<file path="src/design/exsort_pkg.sv">
// Shared constants, payload types and sequencer states for the exchange sorter.
`timescale 1ns / 1ps

package exsort_pkg;

  // Store size, the index and count widths that follow from it, and the data width.
  localparam int MAX_ITEMS = 16;
  localparam int IDX_W     = (MAX_ITEMS > 1) ? $clog2(MAX_ITEMS) : 1;
  localparam int CNT_W     = $clog2(MAX_ITEMS + 1);
  localparam int DATA_W    = 32;

  // One input transfer.
  typedef struct packed {
    logic signed [DATA_W-1:0] value;
    logic                     last_item;
  } in_t;

  // One result transfer.
  typedef struct packed {
    logic signed [DATA_W-1:0] sorted_value;
    logic                     last_out;
    logic                     overflowed;
  } out_t;

  // Request from the sequencer to the element store.
  typedef struct packed {
    logic                     we;
    logic [IDX_W-1:0]         waddr;
    logic signed [DATA_W-1:0] wdata;
    logic [IDX_W-1:0]         raddr;
  } mem_req_t;

  // Sequencer states.
  typedef enum logic [2:0] {
    ST_LOAD,
    ST_RD_I,
    ST_GET_I,
    ST_CMP,
    ST_WR_I,
    ST_RD_K,
    ST_LD_K,
    ST_SEND
  } state_t;

endpackage

</file>
<file path="src/design/exsort_store.sv">
// Element store: one write port and one registered read port.
`timescale 1ns / 1ps

module exsort_store (
  input  logic                                  clk,
  input  exsort_pkg::mem_req_t                  req,
  output logic signed [exsort_pkg::DATA_W-1:0]  rdata
);

  logic signed [exsort_pkg::DATA_W-1:0] mem [exsort_pkg::MAX_ITEMS];

  // Write first-come, read data registered.
  always_ff @(posedge clk) begin
    if (req.we) begin
      mem[req.waddr] <= req.wdata;
    end
    rdata <= mem[req.raddr];
  end

endmodule

</file>
<file path="src/design/exsort_cmp.sv">
// Shared signed comparator that decides whether two entries are out of order.
`timescale 1ns / 1ps

module exsort_cmp (
  input  logic signed [exsort_pkg::DATA_W-1:0] a,
  input  logic signed [exsort_pkg::DATA_W-1:0] b,
  input  logic                                 desc,
  output logic                                 swap
);

  // Equal values never swap.
  always_comb begin
    if (desc) begin
      swap = (a < b);
    end else begin
      swap = (a > b);
    end
  end

endmodule

</file>
<file path="src/design/exsort_seq.sv">
// Sequencer: collects the set, runs the exchange sort and streams the results.
`timescale 1ns / 1ps

module exsort_seq (
  input  logic                                  clk,
  input  logic                                  rst,
  input  logic                                  descending,
  input  logic                                  in_valid,
  output logic                                  in_ready,
  input  exsort_pkg::in_t                       in_data,
  output logic                                  out_valid,
  input  logic                                  out_ready,
  output exsort_pkg::out_t                      out_data,
  output exsort_pkg::mem_req_t                  mem_req,
  input  logic signed [exsort_pkg::DATA_W-1:0]  rdata
);

  exsort_pkg::state_t                    state, state_next;
  logic [exsort_pkg::CNT_W-1:0]          count, count_next;
  logic                                  ovf, ovf_next;
  logic                                  desc_q, desc_next;
  logic [exsort_pkg::IDX_W-1:0]          i, i_next;
  logic [exsort_pkg::IDX_W-1:0]          j, j_next;
  logic [exsort_pkg::IDX_W-1:0]          k, k_next;
  logic signed [exsort_pkg::DATA_W-1:0]  held, held_next;
  logic                                  out_valid_next;
  exsort_pkg::out_t                      out_data_next;
  logic                                  swap;

  // The one comparator, shared by every compare of the sort.
  exsort_cmp u_cmp (
    .a    (held),
    .b    (rdata),
    .desc (desc_q),
    .swap (swap)
  );

  // Control registers.
  always_ff @(posedge clk) begin
    if (rst) begin
      state     <= exsort_pkg::ST_LOAD;
      count     <= '0;
      ovf       <= 1'b0;
      out_valid <= 1'b0;
    end else begin
      state     <= state_next;
      count     <= count_next;
      ovf       <= ovf_next;
      out_valid <= out_valid_next;
    end
  end

  // Indexes, the held entry and the result payload.
  always_ff @(posedge clk) begin
    desc_q   <= desc_next;
    i        <= i_next;
    j        <= j_next;
    k        <= k_next;
    held     <= held_next;
    out_data <= out_data_next;
  end

  // Next state, store requests and result loading.
  always_comb begin
    logic [exsort_pkg::CNT_W-1:0] count_after;

    state_next     = state;
    count_next     = count;
    ovf_next       = ovf;
    desc_next      = desc_q;
    i_next         = i;
    j_next         = j;
    k_next         = k;
    held_next      = held;
    out_valid_next = out_valid;
    out_data_next  = out_data;
    in_ready       = 1'b0;
    mem_req.we     = 1'b0;
    mem_req.waddr  = i;
    mem_req.wdata  = held;
    mem_req.raddr  = i;
    count_after    = count;

    case (state)
      // Collect values; a value that finds the store full is dropped.
      exsort_pkg::ST_LOAD: begin
        in_ready = 1'b1;
        if (in_valid) begin
          if (count < exsort_pkg::CNT_W'(exsort_pkg::MAX_ITEMS)) begin
            mem_req.we    = 1'b1;
            mem_req.waddr = count[exsort_pkg::IDX_W-1:0];
            mem_req.wdata = in_data.value;
            count_after   = count + exsort_pkg::CNT_W'(1);
          end else begin
            ovf_next = 1'b1;
          end
          count_next = count_after;
          if (in_data.last_item) begin
            desc_next = descending;
            i_next    = '0;
            k_next    = '0;
            if (count_after > exsort_pkg::CNT_W'(1)) begin
              state_next = exsort_pkg::ST_RD_I;
            end else begin
              state_next = exsort_pkg::ST_RD_K;
            end
          end
        end
      end

      // Fetch the entry at position i.
      exsort_pkg::ST_RD_I: begin
        mem_req.raddr = i;
        j_next        = i + exsort_pkg::IDX_W'(1);
        state_next    = exsort_pkg::ST_GET_I;
      end

      // Hold position i and fetch the first later entry.
      exsort_pkg::ST_GET_I: begin
        held_next     = rdata;
        mem_req.raddr = j;
        state_next    = exsort_pkg::ST_CMP;
      end

      // Compare held entry with entry j; a swap writes the held value to j.
      exsort_pkg::ST_CMP: begin
        if (swap) begin
          mem_req.we    = 1'b1;
          mem_req.waddr = j;
          mem_req.wdata = held;
          held_next     = rdata;
        end
        if (exsort_pkg::CNT_W'(j) + exsort_pkg::CNT_W'(1) < count) begin
          j_next        = j + exsort_pkg::IDX_W'(1);
          mem_req.raddr = j + exsort_pkg::IDX_W'(1);
        end else begin
          state_next = exsort_pkg::ST_WR_I;
        end
      end

      // Write back the settled entry of position i.
      exsort_pkg::ST_WR_I: begin
        mem_req.we    = 1'b1;
        mem_req.waddr = i;
        mem_req.wdata = held;
        i_next        = i + exsort_pkg::IDX_W'(1);
        if (exsort_pkg::CNT_W'(i) + exsort_pkg::CNT_W'(2) < count) begin
          state_next = exsort_pkg::ST_RD_I;
        end else begin
          k_next     = '0;
          state_next = exsort_pkg::ST_RD_K;
        end
      end

      // Fetch result k.
      exsort_pkg::ST_RD_K: begin
        mem_req.raddr = k;
        state_next    = exsort_pkg::ST_LD_K;
      end

      // Load result k into the output register.
      exsort_pkg::ST_LD_K: begin
        out_valid_next             = 1'b1;
        out_data_next.sorted_value = rdata;
        out_data_next.last_out     = (exsort_pkg::CNT_W'(k) + exsort_pkg::CNT_W'(1) == count);
        out_data_next.overflowed   = ovf;
        state_next                 = exsort_pkg::ST_SEND;
      end

      // Wait for the result transfer; after the last one, start a new set.
      exsort_pkg::ST_SEND: begin
        if (out_ready) begin
          out_valid_next = 1'b0;
          if (out_data.last_out) begin
            count_next = '0;
            ovf_next   = 1'b0;
            state_next = exsort_pkg::ST_LOAD;
          end else begin
            k_next     = k + exsort_pkg::IDX_W'(1);
            state_next = exsort_pkg::ST_RD_K;
          end
        end
      end

      default: begin
        state_next = exsort_pkg::ST_LOAD;
      end
    endcase
  end

`ifndef SYNTHESIS
  // Collection and result output never overlap.
  assert property (@(posedge clk) disable iff (rst) in_ready |-> !out_valid)
    else $error("input accepted while a result is pending");

  // The fill count never passes the store size.
  assert property (@(posedge clk) disable iff (rst)
    count <= exsort_pkg::CNT_W'(exsort_pkg::MAX_ITEMS))
    else $error("element count beyond store size");

  // A swap only writes a later position than the one being settled.
  assert property (@(posedge clk) disable iff (rst)
    (state == exsort_pkg::ST_CMP && mem_req.we) |-> (j > i))
    else $error("swap write at or before position i");

  // The final result transfer empties the set and reopens the input.
  assert property (@(posedge clk) disable iff (rst)
    (out_valid && out_ready && out_data.last_out) |=> (in_ready && count == '0 && !ovf))
    else $error("set not cleared after final result");
`endif

endmodule

</file>
<file path="src/design/exchange_sort_up_down.sv">
// Top level of the exchange sorter: configuration register, sequencer and store.
`timescale 1ns / 1ps

// Collects up to MAX_ITEMS (16) signed 32-bit values, one per input transfer at
// one cycle each, until a transfer with last_item set; values that find the
// store full are dropped and every result of that set carries overflowed. The
// set of n entries is then sorted in place by an exchange sort that uses one
// comparator and one single-port-write, registered-read memory: each position
// i is fetched, held, compared with each later entry in turn and written back.
// Each result is then fetched, loaded and held until taken, and in_ready stays
// low from the last input transfer until the final result (last_out) is taken.
// The descending bit is sampled when the last item of a set is accepted.
module exchange_sort_up_down (
  input  logic              clk,
  input  logic              rst,
  input  logic              cfg_wen,
  input  logic              cfg_wdata,
  input  logic              in_valid,
  output logic              in_ready,
  input  exsort_pkg::in_t   in_data,
  output logic              out_valid,
  input  logic              out_ready,
  output exsort_pkg::out_t  out_data
);

  logic                                  descending;
  exsort_pkg::mem_req_t                  mem_req;
  logic signed [exsort_pkg::DATA_W-1:0]  rdata;

  // Sort direction register.
  always_ff @(posedge clk) begin
    if (rst) begin
      descending <= 1'b0;
    end else if (cfg_wen) begin
      descending <= cfg_wdata;
    end
  end

  exsort_seq u_seq (
    .clk        (clk),
    .rst        (rst),
    .descending (descending),
    .in_valid   (in_valid),
    .in_ready   (in_ready),
    .in_data    (in_data),
    .out_valid  (out_valid),
    .out_ready  (out_ready),
    .out_data   (out_data),
    .mem_req    (mem_req),
    .rdata      (rdata)
  );

  exsort_store u_store (
    .clk   (clk),
    .req   (mem_req),
    .rdata (rdata)
  );

endmodule

</file>
<file path="config.mk">
export PLATFORM = sky130hd
export DESIGN_NAME = exchange_sort_up_down
export DESIGN_NICKNAME = d
export VERILOG_FILES = /design/src/design/exsort_pkg.sv /design/src/design/exsort_store.sv /design/src/design/exsort_cmp.sv /design/src/design/exsort_seq.sv /design/src/design/exchange_sort_up_down.sv
export SDC_FILE = /design/constraint.sdc
export NUM_CORES = 1
export LEC_CHECK = 0
export BUFFER_PORTS_ARGS = -buffer_cell sky130_fd_sc_hd__clkbuf_2
export CAP_MARGIN = 10
export CORE_MARGIN = 1.5
export CORE_UTILIZATION = 62
export DETAILED_ROUTE_END_ITERATION = 7
export PLACE_DENSITY_LB_ADDON = 0.3
export SYNTH_ARGS = -nofsm -noshare
export SYNTH_HDL_FRONTEND = slang
export SYNTH_SLANG_ARGS = --single-unit
</file>
<file path="constraint.sdc">
create_clock -name clk -period 5.6 [get_ports clk]
set_clock_uncertainty 0.05 [all_clocks]
set_input_delay 0.28 -clock clk [delete_from_list [all_inputs] [get_ports clk]]
set_output_delay 0.28 -clock clk [all_outputs]
set_load 0.02 [all_outputs]
</file>
---- Yosys cells after proc, flatten, opt, wreduce, memory -nomap -nowiden ----
Memory sizes are Yosys's and may differ from the RTL's. A register that Yosys moved wholly into a read port is not among the register bits.
Cells that the tools add are included.
storage, ports and cells
  memories kept ........................... 1
  register bits after elaboration ......... 90
  RAM bits ................................ 512
  input port bits ......................... 39
memories
  memory       words  bits a word  read ports  clocked after Yosys merged registers in  write ports  RTL line            RTL
  u_store.mem  16     32           1           1                                        1            exsort_store.sv:10  logic signed [exsort_pkg::DATA_W-1:0] mem [exsort_pkg::MAX_ITEMS];
cells by class
  reductions and logical operators ........ 16
  multiplexer cells ....................... 43
  add/sub/neg operators ................... 7
  order comparisons ....................... 6
  eq/ne operators ......................... 18
operators with widths
  kind                                            count
  2-to-1 mux 37 bit                               3
  case mux 37 bit (3 select lines)                1
  case mux 32 bit (2 select lines)                1
  > comparator 32 bit                             1
  < comparator 32 bit                             1
  2-to-1 mux 32 bit                               1
  2-to-1 mux 5 bit                                6
  2-to-1 mux 4 bit                                7
  case mux 3 bit (8 select lines)                 1
  case mux 4 bit (3 select lines)                 2
  2-to-1 mux 3 bit                                7
  case mux 4 bit (2 select lines)                 2
  != test 2 bit (second input constant)           7
  adder 4 x 1 -> 4 bit (second input constant)    3
  == test 3 bit (second input constant)           4
  adder 4 x 1 -> 5 bit (second input constant)    2
  < comparator 5 bit                              2
  case mux 5 bit (2 select lines)                 1
  nonzero test 2 bit                              5
  2-to-1 mux 1 bit                                9
  AND reduction 4 bit                             2
  == test 3 x 2 -> 1 bit (second input constant)  2
  != test 2 x 1 -> 1 bit (second input constant)  3
  AND reduction 2 bit                             3
  12 further kinds                                14

---- Depth between registers and ports, before layout ----
Gate-level depths: netlist of the first run.
  depth after elaboration ................. 9
  gate-level depth with buffers ........... 14

---- Hierarchy ----
From an unflattened synthesis of the first run, not the netlist that was laid out.
second synthesis, totals
  cell total of the unflattened synthesis .. 1266
  area total of the unflattened synthesis .. 24828.8 µm²
by module, submodules not included
  module                 area an instance (µm²)  instances  cells each  sequential area each (µm²)
  exsort_store           19835.3                 1          838         16015.4
  exsort_seq             4130.2                  1          309         2572.5
  exsort_cmp             829.5                   1          116         0.0
  exchange_sort_up_down  33.8                    1          3           20.0

---- Worst setup path before layout of the first run ----
Ideal clock, no wire load.
  path kind ............................... reg-to-reg
  start point ............................. register u_seq.held[23] in the netlist's numbering
  end point ............................... memory u_store.mem[13][0] in the netlist's numbering (enable)
  stages on the path, launching flop included .. 9
  setup time .............................. 0.440 ns
  arrival time ............................ 4.260 ns
  period minus slack after synthesis ...... 4.751 ns
  path buffers ............................ 0
  slack ................................... 0.849 ns
  cell sequence ........................... edfxtp_1 ha_1 nand4_1 or4_1 a41o_1 a21o_1 nand3_1 mux2_2 nor4b_2
between the ends
  longest elaborated chain between the ends .. 6
  elaborated cells between the ends (all ways) .. 7
  those cells by class .................... order compare (2); mux (5)
ends and longest elaborated chain
  item                                                               RTL line                            RTL
  start, declared                                                    exsort_seq.sv:25                    logic signed [exsort_pkg::DATA_W-1:0] held, held_next;
  start signal, assigned                                             exsort_seq.sv:59                    held <= held_next;
  > comparator 32 bit / < comparator 32 bit (equally long branches)  exsort_cmp.sv:16, exsort_cmp.sv:14
  2-to-1 mux 1 bit (*)                                               exsort_cmp.sv:13                    if (desc) begin
  2-to-1 mux 37 bit (*)                                              exsort_seq.sv:127                   if (swap) begin
  case mux 37 bit (3 select lines) (*)                               exsort_seq.sv:84                    case (state)
  2-to-1 mux 1 bit                                                   exsort_store.sv:14                  if (req.we) begin
  2-to-1 mux 1 bit (implied by the code)                             exsort_store.sv:15                  mem[req.waddr] <= req.wdata;
  end, declared                                                      exsort_store.sv:10
Every way passes the cells marked *; elsewhere a longest branch is shown, timed or not.

---- Final worst setup path of the first run ----
  start point ............................. register u_store.rdata[31] in the netlist's numbering, read port of u_store.mem
  end point ............................... memory u_store.mem[12][20] in the netlist's numbering (enable)
between the ends
  longest elaborated chain between the ends .. 6
  elaborated cells between the ends (all ways) .. 7
  those cells by class .................... order compare (2); mux (5)
ends and longest elaborated chain
  item                                                               RTL line                            RTL
  start, declared                                                    exsort_store.sv:7                   output logic signed [exsort_pkg::DATA_W-1:0] rdata
  > comparator 32 bit / < comparator 32 bit (equally long branches)  exsort_cmp.sv:16, exsort_cmp.sv:14
  2-to-1 mux 1 bit (*)                                               exsort_cmp.sv:13
  2-to-1 mux 37 bit (*)                                              exsort_seq.sv:127
  case mux 37 bit (3 select lines) (*)                               exsort_seq.sv:84
  2-to-1 mux 1 bit                                                   exsort_store.sv:14
  2-to-1 mux 1 bit (implied by the code)                             exsort_store.sv:15
Marked as above.

==> results of run 1 <==
layout make-up:
class,count,area share [%]
clock buffer,82,5.546
clock inverter,27,0.5897
inverter,47,0.6025
multi-input combinational,936,24.45
sequential,634,63.55
tap,539,2.303
timing repair buffer,125,2.965
flip-flops by register name (all words and copies together), names as in the netlist:
register,cells
u_seq.state,3
u_seq.ovf,1
u_seq.desc_q,1
u_seq.k,4
u_seq.j,4
u_seq.out_valid,1
u_store.rdata,32
descending,1
u_seq.held,32
u_seq.i,4
u_seq.out_data,34
u_seq.count,5
u_store.mem,512
routing by layer:
metal  GRT usage, %  vias to the layer above  part of all wire, %
li1               -                     6850                    -
met1          39.43                     7758                   41
met2          44.57                      746                   48
met3          3.892                      131                  7.9
met4          10.54                        0                  3.4
met5              0                        -                    0
worst max-delay path, cell delays in order (launching register included):
cell	delay (ns)
dfxtp_1	0.37
inv_1	0.06
ha_1	0.40
nand4_1	0.26
or4_1	0.60
a41o_1	0.29
nand3_1	0.11
nand3_1	0.26
o21ai_2	0.97
and4_2	0.75
buf_4	0.29
timing repair:
item / in CTS / in global routing
hold endpoints to repair: 11 / 0
hold buffers: 6 / 0
buffers inserted: 0 / 0
cells in the final DEF (no fill, tap or decap), types with 5 or more instances in the layout:
| master | n |
|---|---|
| inv_1 | 47 |
| nor3_1 | 5 |
| dfxtp_1 | 43 |
| a211oi_1 | 66 |
| xor2_1 | 7 |
| a21oi_1 | 32 |
| nor2b_1 | 5 |
| and2_0 | 24 |
| dlygate4sd3_1 | 6 |
| nor4b_4 | 6 |
| and3_1 | 6 |
| nor2_1 | 30 |
| a31oi_1 | 64 |
| clkinv_2 | 13 |
| clkbuf_16 | 60 |
| clkbuf_2 | 74 |
| a221o_1 | 33 |
| nand2b_1 | 5 |
| o21ai_0 | 18 |
| buf_4 | 37 |
| edfxtp_1 | 591 |
| clkinv_1 | 8 |
| mux2i_1 | 198 |
| ha_1 | 49 |
| nand4_1 | 10 |
| nand3_1 | 10 |
| xnor2_1 | 5 |
| buf_12 | 8 |
| clkbuf_1 | 18 |
| a22o_1 | 64 |
| nand2_1 | 170 |
| a21o_1 | 9 |
| nor2_4 | 5 |
| and2_1 | 43 |
stage by stage:
step / instance area (um^2) / hold WS (ns) / std cells / util (%) / setup WS (ns)
after CTS: 29280 / 0.06889 / 2390 / 69.96 / 0.8640
after floorplan: 26290 / 0.3021 / 1715 / - / 0.8494
after global placement: 27430 / 0.3833 / 2275 / 65.53 / 1.115
after detailed placement: 27430 / 0.3889 / 2275 / 65.53 / 0.8846
final: 29280 / 0.1068 / 2390 / 69.96 / 0.8600
after global routing: 29280 / 0.1209 / 2390 / 69.96 / 0.7179
logic make-up (layout without fill, tap and decap cells):
logic type	Yosys count	count (layout)
and+or+nand+nor	343	343
adders and majority gates	49	49
buffers and inverters	145	281
xor gates and xnor gates	12	12
muxes	200	200
DFF	634	634
AOI/OAI and AO/OA	332	332
how the worst max path moves through the flow:
| stage | start | to | slack [ns] | depth (start not counted) |
|---|---|---|---|---|
| 4_1_cts | u_store.rdata[31] | u_store.mem[12][20] | 0.86 | 10 |
| 6_report | u_store.rdata[31] | u_store.mem[12][20] | 0.86 | 10 |
| 5_1_grt | u_store.rdata[14] | u_store.mem[12][26] | 0.72 | 12 |
| 3_3_place_gp | u_seq.held[31] | u_store.mem[12][22] | 1.12 | 9 |
| 2_1_floorplan | u_seq.held[23] | u_store.mem[13][0] | 0.85 | 8 |
| 3_5_place_dp | u_store.rdata[31] | u_store.mem[12][26] | 0.88 | 10 |
==> results.cfg, run 1 <==
[outcome]
status = complete, no violations

[hold_path]
hold_path.class = input port to flip-flop
hold_depth = 4
min_to = u_seq.count[2]
min_from = in_valid

[clock_network]
htreeDepth = 2
tritoncts = built
cts_resized = 0
cts_buffers = 59
insertion_delay_ns = 0.63
cts.sinks = 634
path_clk_slew_ns = 0.07
clk_path_buf_depth = 3
clock-root-buffer = clkbuf_16

[drt]
drt-total-wl_um = 60070
drc = 0
postRouteAntennaNets = 0
vias = 15485
drtPass1Iterations = 8
drtIter0Drc = 1509
via_per_inst = 6.479
wl_per_cell_um = 25.13

[synthesis]
synth_area_leader_cell = edfxtp_1
synth_top_family_by_area = compound AO/OA/AOI/OAI gates
synth_nets = 1803
ys_seq_area_share_pct = 70.77
synth_cell_type_count = 66
syn_area_um2 = 26290
muxShareOfSynthArea_pct = 7.623
synth.area.top_cells = edfxtp_1 (67%), mux2i_1 (7.5%), dfxtp_1 (3.3%), nand2_1 (2.4%), ha_1 (2.3%)
synth_edf_count = 591
yosys.area_share.simple_pct = 6.553
synth_top_area_share_pct = 67.50
synth_common_cells = edfxtp_1 (591), mux2i_1 (198), nand2_1 (170), a211oi_1 (66)
synth_cells = 1715
yosys.cell_count.top_type = edfxtp_1
ys_ff_latch = 634
synth-main-ff-cell = edfxtp_1
async_flop_share_pct = 0
synth_compound_area_share_pct = 9.679
synth-xor-area-share_pct = 0.3997
yosys_warnings = 0
syn_avg_cell_area_um2 = 15.33
synthAdderAreaFrac_pct = 2.332

[setup_path]
worstSetupStartpointType = flip-flop
r2r-start = u_store.rdata[31]
rr_worst_depth = 10
r2r_setup_slack_ns = 0.86
crit_type = flip-flop to flip-flop
crit_fanout = 16
end_kind = flip-flop
critPathRequiredTime_ns = 5.86
cp.arrival_ns = 5.00
timing.rr.end = u_store.mem[12][20]

[sta]
fin_setup_tns_ns = 0
setup_viol = 0
period_share_pct = 84.64
rsz0062_at_grt = false
hold_viol = 0
period_needed_ns = 4.740
slew_violations = 0
slew_headroom_pct = 20.09
tightestPinTransition_ns = 1.199
max_freq_mhz = 211.0

[floorplanning]
rows = 75
die_area_um2 = 43650
fp.dieW_um = 208.9
core_um2 = 41850
ios = 75
initial_core_util_pct = 62.82
die_height_um = 208.9

[final_layout]
area.growth.synth_to_final_pct = 11.37
drive_above_1_share_pct = 12.97
multiInputGateArea_um2 = 7158
nNetsFinal = 1891
nFillCells = 2710
regArea_um2 = 18610
diodes = 0

[flow_run]
maxCapViolCount = 0

[grt]
overflow = 0
grt_pass1_wl_um = 91080
grt_pass1_vias = 15098
grt_max_degree = 68
grtUsageTotal_pct = 27.86
antenna_found_initial = 0

[place]
hpwl_um = 35410
port_buffers = 74
gp_congestion = 0.8636
Power of run 1 is not shown: default switching activity piles up to over one toggle a cycle in this logic, so the estimate is an artifact.
==> run 2, diff against run 1 <==
- clock period: 5.6 -> 4.83 ns (I/O delays scaled with it)
==> run 2 against run 1 <==
Net effect:
- sequential share of layout area decreased by 1.3 points
- cell area rose by 2.2%
- first-iteration DRC count increased by 7.9%
- register-to-register slack lost 0.47 ns
- critical endpoint is now u_store.mem[4][22]
- largest cell class unchanged
==> results.cfg, run 2 (same netlist as run 1, synthesis figures left out) <==
[hold_path]
hold_depth = 3
hold_path.class = input port to flip-flop

[sta]
hold_viol = 0
tightestPinTransition_ns = 1.205
period_share_pct = 91.88
setup_viol = 0
rsz0062_at_grt = false
period_needed_ns = 4.438
slew_headroom_pct = 19.69
max_freq_mhz = 225.3
slew_violations = 0
fin_setup_tns_ns = 0

[final_layout]
nFillCells = 2640
reg_top3 = u_store.mem x512, u_seq.out_data x34
nNetsFinal = 1905
final_cell_mix = edfxtp_1 (591), mux2i_1 (198), nand2_1 (170), clkbuf_2 (74), a211oi_1 (66)
final_common_cell = edfxtp_1
fin_cells = 2409
diodes = 0
area.growth.synth_to_final_pct = 13.78
drive_above_1_share_pct = 14.49
largest_register_ffs = 512
regMostFlops = u_store.mem

[clock_network]
tritoncts = built
htreeDepth = 2
insertion_delay_ns = 0.63
clock-root-buffer = clkbuf_16
clk_path_buf_depth = 3
cts_buffers = 61
path_clk_slew_ns = 0.06
post_cts_buffers = 0
cts.sinks = 634

[setup_path]
r2r_setup_slack_ns = 0.39
cp.arrival_ns = 4.65
end_kind = flip-flop
path_common_cell = buf_4
cp_cell_sequence = inv_1, ha_1, nand4_1, nor4_1, buf_4, o21ai_1, a41o_1, nand3_1, nand2_1, o311ai_4, and4_2, buf_4
crit_type = flip-flop to flip-flop
critPathRequiredTime_ns = 5.05
crit_end = u_store.mem[4][22]
rr_worst_depth = 12
timing.rr.end = u_store.mem[4][22]
critical_path_buf_inv_count = 3
worstSetupStartpointType = flip-flop
worstSetupPathDepth = 12
r2r-start = u_store.rdata[12]
cp_slowest_stage_delay_ns = 0.75
crit_fanout = 21
cp-startpoint = u_store.rdata[12]
path_delay_family = simple AND/OR/NAND/NOR gates
cp_slowest_cell = o311ai_4

[floorplanning]
rows = 75
fp.dieW_um = 208.9
die_area_um2 = 43650
die_height_um = 208.9
initial_core_util_pct = 62.82
ios = 75
core_um2 = 41850

[grt]
grt_pass1_wl_um = 89620
overflow = 0
grtUsageTotal_pct = 27.32
antenna_found_initial = 1
grt_max_degree = 62
grt_pass1_vias = 15267

[drt]
drtIter0Drc = 1628
postRouteAntennaNets = 0
drc = 0
drtPass1Iterations = 5
wl_per_cell_um = 24.75
via_per_inst = 6.415
vias = 15454
drt-total-wl_um = 59610

[flow_run]
maxCapViolCount = 0

[place]
placed_cells = 2287
hpwl_um = 35770
port_buffers = 74
gp_congestion = 0.9267

[outcome]
status = complete, no violations
## run 2: cell count changes in the layout (fill, tap and decap cells not counted), moves of 2 or more
cell,delta
bufinv_16,+11
clkbuf_1,-9
buf_12,+7
clkbuf_8,+7
clkinv_2,-6
buf_4,+5
clkinv_1,-3
clkbuf_16,+2
clkinv_4,+2
clkinvlp_4,+2
## run 2: layout make-up
class | instances | area, um^2 | share of cell area [%]
sequential | 634 | 18610 | 62.20
multi-input combinational | 936 | 7158 | 23.93
clock buffer | 82 | 1737 | 5.805
timing repair buffer | 137 | 1046 | 3.496
tap | 539 | 674.4 | 2.254
clock inverter | 34 | 516.7 | 1.727
inverter | 47 | 176.4 | 0.5897
## run 2: per-layer routing
metal  part of all wire, %  global-route usage (%)  up-vias  wire length, um
li1                      -                       -     6885                -
met1                    40                   36.75     7745            23660
met2                    50                   45.57      706            29660
met3                   7.4                   4.118      118             4413
met4                   3.1                   10.19        0             1875
met5                     0                       0        -                0
## run 2: timing repair
action | CTS | global route
resized for setup | 0 | 0
endpoints found under the hold margin | 11 | 0
hold buffers | 6 | 0
## run 2: through the flow
stage	hold WS, ns	utilization, %	instance area, um^2	worst slack (ns)
after floorplan	0.2636	-	26290	0.07939
after global placement	0.3772	65.95	27600	0.5875
after detailed placement	0.3724	65.95	27600	0.4632
after CTS	0.02253	71.48	29920	0.3877
after global routing	0.06043	71.48	29920	0.3065
final	0.06173	71.48	29920	0.3923
## run 2: tightest hold or removal path, stage by stage
cell	delay, ns
clkbuf_2	0.08
nand2_1	0.13
nor2_1	0.10
## run 2: how the worst min path moves through the flow
stage	slack, ns	to	from
6_report	0.06	u_seq.desc_q	in_data[0]
5_1_grt	0.06	u_seq.desc_q	in_data[0]
4_1_cts	0.02	u_seq.desc_q	in_data[0]
3_5_place_dp	0.37	u_seq.desc_q	descending
3_3_place_gp	0.38	u_seq.desc_q	descending
2_1_floorplan	0.26	u_seq.count[2]	rst
Power of run 2 is left out for the same reason.
